===== src/hdl/obar_pkg.sv =====
`default_nettype none
package obar_pkg;

  localparam int BOOK_DEPTH_DEF = 8;
  localparam int NUM_STOCKS_DEF = 4;

  localparam int FIELD_W     = 31;
  localparam int STOCK_W     = 2;
  localparam int ENTRIES_W   = 4;
  localparam int IN_TDATA_W  = 128;
  localparam int OUT_TDATA_W = 8;

  localparam logic ACT_ADD    = 1'b0;
  localparam logic ACT_REDUCE = 1'b1;

  typedef struct packed {
    logic add_en;
    logic red_en;
    logic force_del;
  } obar_cmd_t;

endpackage
`default_nettype wire


===== src/hdl/order_book_add_reduce_unit.sv =====
`default_nettype none
// Order book with one table of BOOK_DEPTH slots per stock, held in a row of
// cells, slot k of every stock in cell k. Each beat is captured in ST_IDLE;
// then in ST_EXEC every cell compares its id at once, the lowest filled
// match is picked along the chain, and the add, subtract or shift-down is
// written. A result stalled at the output holds the next beat, once captured,
// ahead of its write cycle until the result is taken.
module order_book_add_reduce_unit #(
  parameter int BOOK_DEPTH = obar_pkg::BOOK_DEPTH_DEF,
  parameter int NUM_STOCKS = obar_pkg::NUM_STOCKS_DEF
) (
  input  wire                               clk,
  input  wire                               rst_n,
  input  wire                               in_tvalid,
  output logic                              in_tready,
  // stock, id, price, quantity, force_delete, reference_best, pad
  input  wire  [obar_pkg::IN_TDATA_W-1:0]   in_tdata,
  // action
  input  wire                               in_tuser,
  output logic                              out_tvalid,
  input  wire                               out_tready,
  // is_new_best, stored, found, removed, entries_in_book
  output logic [obar_pkg::OUT_TDATA_W-1:0]  out_tdata
);
  import obar_pkg::*;

  localparam int CW = $clog2(BOOK_DEPTH + 1);
  localparam int SW = (NUM_STOCKS > 1) ? $clog2(NUM_STOCKS) : 1;

  typedef enum logic [1:0] {
    ST_IDLE = 2'b01,
    ST_EXEC = 2'b10
  } state_t;

  state_t state_r, state_nxt;

  logic               act_r;
  logic [STOCK_W-1:0] stock_r;
  logic [FIELD_W-1:0] id_r;
  logic [FIELD_W-1:0] price_r;
  logic [FIELD_W-1:0] qty_r;
  logic               force_r;
  logic [FIELD_W-1:0] refb_r;

  logic [CW-1:0] cnt_r [NUM_STOCKS];

  logic                   out_tvalid_r, out_tvalid_nxt;
  logic [OUT_TDATA_W-1:0] out_tdata_r;

  logic              in_acc;
  logic              go;
  logic [31:0]       stk32;
  logic              stk_ok;
  logic [SW-1:0]     stk_idx;
  logic [CW-1:0]     cnt_cur;
  logic [CW-1:0]     cnt_new;
  logic [31:0]       cnt_ext;
  logic [ENTRIES_W-1:0] entries;
  obar_cmd_t         cmd;
  logic              new_best;
  logic              found;
  logic              removed;

  logic [FIELD_W-1:0] cell_id    [BOOK_DEPTH];
  logic [FIELD_W-1:0] cell_price [BOOK_DEPTH];
  logic [FIELD_W-1:0] cell_qty   [BOOK_DEPTH];
  logic               hit_c      [BOOK_DEPTH+1];
  logic               shift_c    [BOOK_DEPTH+1];

  assign in_tready = (state_r == ST_IDLE);
  assign in_acc    = in_tvalid && in_tready;
  assign go        = (state_r == ST_EXEC) && (!out_tvalid_r || out_tready);

  assign stk32   = 32'(stock_r);
  assign stk_ok  = stk32 < 32'(NUM_STOCKS);
  assign stk_idx = stk32[SW-1:0];
  assign cnt_cur = cnt_r[stk_idx];

  always_comb begin
    cmd.add_en    = go && stk_ok && (act_r == ACT_ADD) && (32'(cnt_cur) < 32'(BOOK_DEPTH));
    cmd.red_en    = go && stk_ok && (act_r == ACT_REDUCE);
    cmd.force_del = force_r;
  end

  assign hit_c[0]   = 1'b0;
  assign shift_c[0] = 1'b0;
  assign found      = hit_c[BOOK_DEPTH];
  assign removed    = shift_c[BOOK_DEPTH];
  assign new_best   = stk_ok && (act_r == ACT_ADD) && (price_r > refb_r);

  genvar k;
  generate
    for (k = 0; k < BOOK_DEPTH; k++) begin : g_cell
      logic [FIELD_W-1:0] nb_id, nb_price, nb_qty;
      if (k == BOOK_DEPTH - 1) begin : g_last
        assign nb_id    = cell_id[k];
        assign nb_price = cell_price[k];
        assign nb_qty   = cell_qty[k];
      end else begin : g_mid
        assign nb_id    = cell_id[k+1];
        assign nb_price = cell_price[k+1];
        assign nb_qty   = cell_qty[k+1];
      end
      obar_cell #(
        .NUM_STOCKS (NUM_STOCKS),
        .BOOK_DEPTH (BOOK_DEPTH),
        .IDX        (k)
      ) u_cell (
        .clk       (clk),
        .cmd       (cmd),
        .stk       (stk_idx),
        .ord_id    (id_r),
        .price     (price_r),
        .qty       (qty_r),
        .count     (cnt_cur),
        .hit_in    (hit_c[k]),
        .shift_in  (shift_c[k]),
        .hit_out   (hit_c[k+1]),
        .shift_out (shift_c[k+1]),
        .nb_id     (nb_id),
        .nb_price  (nb_price),
        .nb_qty    (nb_qty),
        .id_o      (cell_id[k]),
        .price_o   (cell_price[k]),
        .qty_o     (cell_qty[k])
      );
    end
  endgenerate

  always_comb begin
    cnt_new = cnt_cur;
    if (cmd.add_en) begin
      cnt_new = cnt_cur + CW'(1);
    end else if (removed) begin
      cnt_new = cnt_cur - CW'(1);
    end
  end

  assign cnt_ext = 32'(cnt_new);
  assign entries = !stk_ok ? '0 :
                   (cnt_ext > 32'd15) ? ENTRIES_W'(15) : cnt_ext[ENTRIES_W-1:0];

  always_comb begin
    state_nxt = state_r;
    case (state_r)
      ST_IDLE: begin
        if (in_acc) state_nxt = ST_EXEC;
      end
      ST_EXEC: begin
        if (go) state_nxt = ST_IDLE;
      end
      default: state_nxt = ST_IDLE;
    endcase
  end

  always_comb begin
    out_tvalid_nxt = out_tvalid_r;
    if (go) begin
      out_tvalid_nxt = 1'b1;
    end else if (out_tready) begin
      out_tvalid_nxt = 1'b0;
    end
  end

  always_ff @(posedge clk) begin
    if (!rst_n) begin
      state_r      <= ST_IDLE;
      out_tvalid_r <= 1'b0;
      for (int i = 0; i < NUM_STOCKS; i++) cnt_r[i] <= '0;
    end else begin
      state_r      <= state_nxt;
      out_tvalid_r <= out_tvalid_nxt;
      if (go && stk_ok) cnt_r[stk_idx] <= cnt_new;
    end
  end

  always_ff @(posedge clk) begin
    if (in_acc) begin
      act_r   <= in_tuser;
      stock_r <= in_tdata[1:0];
      id_r    <= in_tdata[32:2];
      price_r <= in_tdata[63:33];
      qty_r   <= in_tdata[94:64];
      force_r <= in_tdata[95];
      refb_r  <= in_tdata[126:96];
    end
    if (go) begin
      out_tdata_r <= {entries, removed, found, cmd.add_en, new_best};
    end
  end

  assign out_tvalid = out_tvalid_r;
  assign out_tdata  = out_tdata_r;

endmodule
`default_nettype wire


===== src/hdl/obar_cell.sv =====
`default_nettype none
module obar_cell #(
  parameter int NUM_STOCKS = 4,
  parameter int BOOK_DEPTH = 8,
  parameter int IDX        = 0
) (
  input  wire                                          clk,
  input  obar_pkg::obar_cmd_t                          cmd,
  input  wire  [((NUM_STOCKS > 1) ? $clog2(NUM_STOCKS) : 1)-1:0] stk,
  input  wire  [obar_pkg::FIELD_W-1:0]                 ord_id,
  input  wire  [obar_pkg::FIELD_W-1:0]                 price,
  input  wire  [obar_pkg::FIELD_W-1:0]                 qty,
  input  wire  [$clog2(BOOK_DEPTH+1)-1:0]              count,
  input  wire                                          hit_in,
  input  wire                                          shift_in,
  output logic                                         hit_out,
  output logic                                         shift_out,
  input  wire  [obar_pkg::FIELD_W-1:0]                 nb_id,
  input  wire  [obar_pkg::FIELD_W-1:0]                 nb_price,
  input  wire  [obar_pkg::FIELD_W-1:0]                 nb_qty,
  output logic [obar_pkg::FIELD_W-1:0]                 id_o,
  output logic [obar_pkg::FIELD_W-1:0]                 price_o,
  output logic [obar_pkg::FIELD_W-1:0]                 qty_o
);
  import obar_pkg::*;

  localparam int CW = $clog2(BOOK_DEPTH + 1);

  logic [FIELD_W-1:0] ids_r    [NUM_STOCKS];
  logic [FIELD_W-1:0] prices_r [NUM_STOCKS];
  logic [FIELD_W-1:0] qtys_r   [NUM_STOCKS];

  logic slot_valid;
  logic match;
  logic sel;
  logic rem;
  logic shift;
  logic wr_add;

  assign id_o    = ids_r[stk];
  assign price_o = prices_r[stk];
  assign qty_o   = qtys_r[stk];

  assign slot_valid = CW'(IDX) < count;
  assign match      = cmd.red_en && slot_valid && (id_o == ord_id);
  assign sel        = match && !hit_in;
  assign hit_out    = hit_in | match;
  assign rem        = cmd.force_del || (qty_o < qty);
  assign shift      = shift_in | (sel & rem);
  assign shift_out  = shift;
  assign wr_add     = cmd.add_en && (count == CW'(IDX));

  always_ff @(posedge clk) begin
    if (wr_add) begin
      ids_r[stk]    <= ord_id;
      prices_r[stk] <= price;
      qtys_r[stk]   <= qty;
    end else if (shift) begin
      ids_r[stk]    <= nb_id;
      prices_r[stk] <= nb_price;
      qtys_r[stk]   <= nb_qty;
    end else if (sel && !rem) begin
      qtys_r[stk]   <= qty_o - qty;
    end
  end

endmodule
`default_nettype wire


===== config.mk =====
export PLATFORM = sky130hd
export DESIGN_NAME = order_book_add_reduce_unit
export DESIGN_NICKNAME = d
export VERILOG_FILES = /design/src/hdl/obar_pkg.sv /design/src/hdl/order_book_add_reduce_unit.sv /design/src/hdl/obar_cell.sv
export SDC_FILE = /design/constraint.sdc
export NUM_CORES = 2
export LEC_CHECK = 0
export BUFFER_PORTS_ARGS = -buffer_cell sky130_fd_sc_hd__buf_2
export CAP_MARGIN = 20
export CORE_MARGIN = 2
export CORE_UTILIZATION = 44
export DETAILED_ROUTE_END_ITERATION = 10
export HOLD_SLACK_MARGIN = 0.02
export PLACE_DENSITY = 0.7
export SYNTH_ARGS = -nofsm -noshare
export SYNTH_HDL_FRONTEND = slang
export SYNTH_SLANG_ARGS = --single-unit

===== constraint.sdc =====
create_clock -name clk -period 10.4 [get_ports clk]
set_input_delay 2.08 -clock clk [delete_from_list [all_inputs] [get_ports clk]]
set_output_delay 2.08 -clock clk [all_outputs]
set_load 0.02 [all_outputs]

* After elaboration in Yosys (flattened, before gate mapping) *
Memory sizes are Yosys's and may differ from the RTL's. A register that Yosys moved wholly into a read port is not among the register bits.
Index checks and enable logic that the tools add are counted.

operators by class
  add/sub/neg operators = 10
  order comparisons = 20
  equality and inequality tests = 19
  muxes and demuxes = 128
  bitwise gates (word level) = 47
  reduce and logical (&&, ||, !) cells = 76

operator list
  cell                   number
  $mux W31               24
  $eq A31 B31 Y1         8
  $lt A31 B31 Y1         8
  $sub A31 B31 Y31       8
  $mux W1                79
  $logic_and A1 B1 Y1    47
  $mux W2                20
  $or A1 B1 Y1           38
  $gt A31 B31 Y1         1
  $eq A4 B3 Y1 const B   4
  $logic_not A1 Y1       16
  $lt A3 B4 Y1 const A   4
  $mux W4                4
  $logic_or A1 B1 Y1     9
  $and A1 B1 Y1          8
  $eq A4 B2 Y1 const B   2
  $lt A1 B4 Y1 const A   2
  $lt A2 B4 Y1 const A   2
  $add A4 B1 Y4 const B  1
  $eq A4 B1 Y1 const B   1
  $gt A4 B4 Y1 const B   1
  $logic_not A4 Y1       1
  $lt A4 B4 Y1 const B   1
  $pmux W2 S2            1
  10 further kinds       10

storage, ports and cells
  flip-flop bits (word level) = 139
  RAM bits = 2000
  input port bits = 133
  output and inout bits = 10
  word-level logic and storage cells = 328
  memories = 17

memory list
  name                     depth  bits a word  read ports  clocked after memory_dff  wr ports  line             RTL
  g_cell[0].u_cell.ids_r   4      31           1           1                         1         obar_cell.sv:29  logic [FIELD_W-1:0] ids_r [NUM_STOCKS];
  g_cell[0].u_cell.qtys_r  4      31           1           1                         1         obar_cell.sv:31  logic [FIELD_W-1:0] qtys_r [NUM_STOCKS];
  g_cell[1].u_cell.ids_r   4      31           1           1                         1         obar_cell.sv:29
  g_cell[1].u_cell.qtys_r  4      31           1           1                         1         obar_cell.sv:31
  g_cell[2].u_cell.ids_r   4      31           1           1                         1         obar_cell.sv:29
  g_cell[2].u_cell.qtys_r  4      31           1           1                         1         obar_cell.sv:31
  +11 memories             --     --           --          --                        --        --

* Depth between registers and ports, before layout *
  depth in word-level cells = 22
  depth in mapped cells = 27
  mapped depth without buffers = 15

* Hierarchy *
From an unflattened synthesis, not the netlist that was laid out.

unflattened totals
  cell total of the unflattened synthesis = 8941
  area total of the unflattened synthesis = 146450.5 um2

by module, submodules not included
  module                        times used  cells an instance  area each (um2)  sequential area each (um2)
  obar_cell (g_cell[0].u_cell)  1           1153               18088.6          11170.7
  obar_cell (g_cell[5].u_cell)  1           1122               17927.2          11170.7
  obar_cell (g_cell[4].u_cell)  1           1057               17595.6          11170.7
  obar_cell (g_cell[2].u_cell)  1           1063               17576.9          11170.7
  obar_cell (g_cell[3].u_cell)  1           1094               17511.8          11170.7
  obar_cell (g_cell[7].u_cell)  1           1067               17474.3          11170.7
  obar_cell (g_cell[1].u_cell)  1           1045               17282.8          11170.7
  obar_cell (g_cell[6].u_cell)  1           1001               17057.6          11170.7
  order_book_add_reduce_unit    1           339                5935.7           4664.5

* Worst setup path after synthesis *
OpenSTA, ideal clock, no wires.

  path type = register -> register
  start = register with a tool-made name
  end = memory g_cell[6].u_cell.ids_r[0][0], enable pin
  library setup time = 0.430 ns
  arrival time = 7.528 ns
  data required time = 9.970 ns
  path slack = 2.442 ns
  stages on the path, launching flop included = 24
  cells stage by stage = dfxtp_1 buf_2 buf_6 buf_6 buf_6 buf_4 buf_2 buf_2 buf_1 buf_1 mux4_2 ha_1 nor2b_1 o2111ai_1 and3_1 a21oi_1 a31o_2 o21ai_0 o22ai_1 o41a_1 clkbuf_1 o2111a_1 or4_1 a21oi_1

RTL lines
  element    line
  to (decl)  obar_cell.sv:29

==> flow_metrics.env <==
export IMPL_worst_setup_path_type="register to register"
export IMPL_clk_transition_reported_paths_ns=0.06
export IMPL_crit_reg2reg_capture="g_cell[4].u_cell.qtys_r[3][2]$_DFFE_PP_"
export IMPL_portBuffers=141
export IMPL_critical_path_startpoint_type="register"
export IMPL_cts_hold_buffers_added=0
export IMPL_critical_path_required_ns=10.96
export IMPL_mostFrequentLayoutCell="edfxtp_1"
export IMPL_grt_setup_unrepaired="no"
export IMPL_slew_viol_final=0
export IMPL_ys_types=86
export IMPL_cts_max_path_buffers=3
export IMPL_top_layer_used="met5"
export IMPL_routed_wl_met2_mm=117
export IMPL_worst_min_path_class="register to register"
export IMPL_dieWidth_um=486
export IMPL_synth_seq_cells=2141
export IMPL_place_ws_ns=2.78
export IMPL_pin_count_of_the_biggest_net_entering_global_routing=125
export IMPL_synth_top_flop_cell="edfxtp_1"
export IMPL_drt_initial_drc_count=6044
export IMPL_grt_first_pass_wirelength_mm=371
export IMPL_slew_limit_headroom_pct=22.2
export IMPL_drv_max_cap_violation_count=0
export IMPL_critical_path_peak_fanout=101
export IMPL_clock_latency_ns=0.89
export IMPL_finalWorstSetupSlack_ns=2.85
export IMPL_worst_hold_path_num_cells=2
export IMPL_die_height_um=486
export IMPL_period_share_pct=72.6
export IMPL_residual_drc=0
export IMPL_cts_root_buf="clkbuf_16"
export IMPL_final_fill_count=19000
export IMPL_path_common_cell="buf_4"
export IMPL_clock_skew_final_ns=0.0890
export IMPL_synth_top_area_share_pct=62.7
export IMPL_worst_hold_path_endpoint="out_tvalid$_SDFFE_PN0P_"
export IMPL_crit_path_cell_trace="buf_12 -> buf_4 -> mux4_2 -> xnor2_1 -> nand4_1 -> nor4_1 -> nand3_1 -> nand4_2 -> a2111oi_0 -> buf_4 -> a211oi_2 -> nand2_2 -> a211oi_1 -> nor2_2 -> buf_4"
export IMPL_postCtsResizedCells=0
export IMPL_wire_per_inst_um=24.5
export IMPL_finalHoldViolCount=0
export IMPL_die_area_sq_um=237000
export IMPL_detailroute_via_count=60300
export IMPL_wl_met1_mm=104
export IMPL_final_area_sq_um=115000
export IMPL_timing_critical_path_slowest_stage_cell="dfxtp_4"
export IMPL_syn_num_nets=7133
export IMPL_power_density_nw_per_um2=175
export IMPL_synth_enable_flop_cells=2136
export IMPL_design_portCount=143
export IMPL_hpwl_mm=171
export IMPL_number_of_buffers_inserted_during_clock_tree_synthesis=219
export IMPL_postCtsSetupBuffers=0
export IMPL_globalRoute_totalOverflow=0
export IMPL_first_pass_iters=5
export IMPL_row_count=177
export IMPL_core_area_sq_um=232000
export IMPL_yosys_top_cells_area="edfxtp_1, mux4_2, ha_1"
export IMPL_max_slew_worst_pin_slew_ns=1.16
export IMPL_design_final_nets=7347
export IMPL_crit_path_max_incr_delay_ns=0.93
export IMPL_synthCells=6705
export IMPL_antenna_violating_nets_post_route=0
export IMPL_reg2reg_slack_ns=2.85
export IMPL_flow_area_growth_from_synthesis_pct=12.2
export IMPL_gr_util_all_layers_pct=20.7
export IMPL_number_of_global_route_vias_before_repair=60500
export IMPL_critPathArrivalTime_ns=8.11
export IMPL_timing_fmax_mhz=133
export IMPL_postSynthAreaPerCell_sq_um=15.3
export IMPL_endpoint_kind="register"
export IMPL_synth_area_sq_um=102000
export IMPL_htreeDepth=4
export IMPL_initial_antenna_violation_count=11
export IMPL_cell_area_reported_after_detailed_placement_sq_um=107000
export IMPL_route_met3_wl_mm=19.2
export IMPL_postRouteWirelength_mm=249
export IMPL_cts_sinks=2141
export IMPL_finalWeightedCongestion=0.962
export IMPL_fin_crit_ns=7.55
export IMPL_commonest_non_fill_non_tap_cells_in_the_layout="edfxtp_1, mux4_2, nand2_1, xnor2_1, a21oi_1"
export IMPL_clock_tree_from_tritoncts="built"
export IMPL_tns_ns=0
export IMPL_power_leakage_nw=38.8
export IMPL_worst_hold_slack_ns=0.518
export IMPL_r2r_worst_path_depth=15
export IMPL_final_layout_size_suffix_gt1_share_pct=19.7
export IMPL_hold_path_startpoint="state_r[1]$_SDFFE_PN0P_"
export IMPL_run_status="finished clean"
export IMPL_routed_via_density=5.94
export IMPL_proportion_of_synthesized_flip_flops_having_asynchronous_set_or_reset_pct=0
export IMPL_synth_top_area_cell="edfxtp_1"
export IMPL_register_area_share_after_synthesis_pct=62.8
export IMPL_ys_warn_count=0
export IMPL_total_of_endpoints_with_negative_setup_slack_in_the_final_report=0
export IMPL_ir_worst_vdd_mv=0.184
export IMPL_initial_utilization_pct=44.1
worst max path at each step:
| stage | start | to | slack [ns] |
|---|---|---|---|
| after floorplan | register | g_cell[6].u_cell.ids_r[0][0]$_DFFE_PP_ | 2.44 |
| after global placement | register | g_cell[6].u_cell.qtys_r[2][1]$_DFFE_PP_ | 2.59 |
| after detailed placement | register | g_cell[3].u_cell.qtys_r[2][1]$_DFFE_PP_ | 2.78 |
| after CTS | register | g_cell[3].u_cell.qtys_r[2][17]$_DFFE_PP_ | 2.74 |
| after global routing | register | g_cell[4].u_cell.qtys_r[3][19]$_DFFE_PP_ | 2.45 |
| final | register | g_cell[4].u_cell.qtys_r[3][2]$_DFFE_PP_ | 2.85 |
per-layer routing:
layer,vias up,track usage (%)
met5,-,0
met1,30500,28.7
met2,2478,33.6
met4,14,6.86
met3,430,3.16
li1,26900,-
metrics by stage:
stage	total power [W]	instances	utilization (%)
final	0.0201	10200	49.5
after global routing	0.0208	10200	49.5
after CTS	0.0202	10100	49.4
after detailed placement	0.0125	9725	46.3
after global placement	0.0125	9722	46.3
after floorplan	0.0118	6705	-
synthesized netlist by cell type, drive strengths merged (10+ instances only):
master and count:
nand2b 38, a211o 10, o21bai 24, o2111ai 10, a21boi 12, mux2 164, ha 287, and3 27
a31o 10, o21a 48, nor4 30, mux4 489, nand3 91, o31ai 44, nor2 340, nor3b 15
nor2b 39, nand4 135, xnor2 369, o21ai 220, a21oi 371, mux2i 221, or3 25, inv 154
o211ai 19, o41ai 11, a31oi 67, a211oi 42, nor3 116, xor2 74, a21o 134, nand2 443
and2 20, edfxtp 2136, clkbuf 194, buf 134, or2 18
flip-flops by register name, summed over array words and instances (netlist names), named ones only:
name,cells
force_r,1
g_cell.u_cell.qtys_r,992
stk_idx,2
g_cell.u_cell.ids_r,992
id_r,31
act_r,1
refb_r,31
state_r,2
cnt_r,16
out_tvalid,1
price_r,31
out_tdata,8
qty_r,31
critical path, delay by kind of cell (launching register included):
kind / cells / cell delay (ns)
simple gates: 6 / 2.04
flops: 1 / 0.93
compound gates: 3 / 1.42
mux: 1 / 0.56
buf+inv: 4 / 1.65
xor+xnor: 1 / 0.33
report_power, final:
group	internal [W]	switching [W]	leakage, nW
combinational	0.00114	0.00165	16.0
clock	0.00436	0.00338	3.46
sequential	0.00956	0.0000513	19.3
cell families after synthesis:
kind of cell	count (synthesis)	synth area share [%]
muxes	874	14.7
DFF	2141	62.8
adders and majority gates	295	3.66
buffers and inverters	484	1.99
AOI/OAI and AO/OA	1096	6.73
xor gates and xnor gates	443	3.79
and+or+nand+nor	1372	6.33
area by class of cell:
class,count,area [sq um],area share (%)
Sequential cell,2141,64200,56.0
Clock inverter,146,1490,1.30
Clock buffer,262,5660,4.93
Antenna cell,3,7.51,0.00654
Multi-Input combinational cell,4080,36600,31.9
Timing Repair Buffer,321,2400,2.09
Tap cell,3043,3810,3.32
Inverter,156,586,0.510
Note: power is estimated with default switching activity, not from simulation.
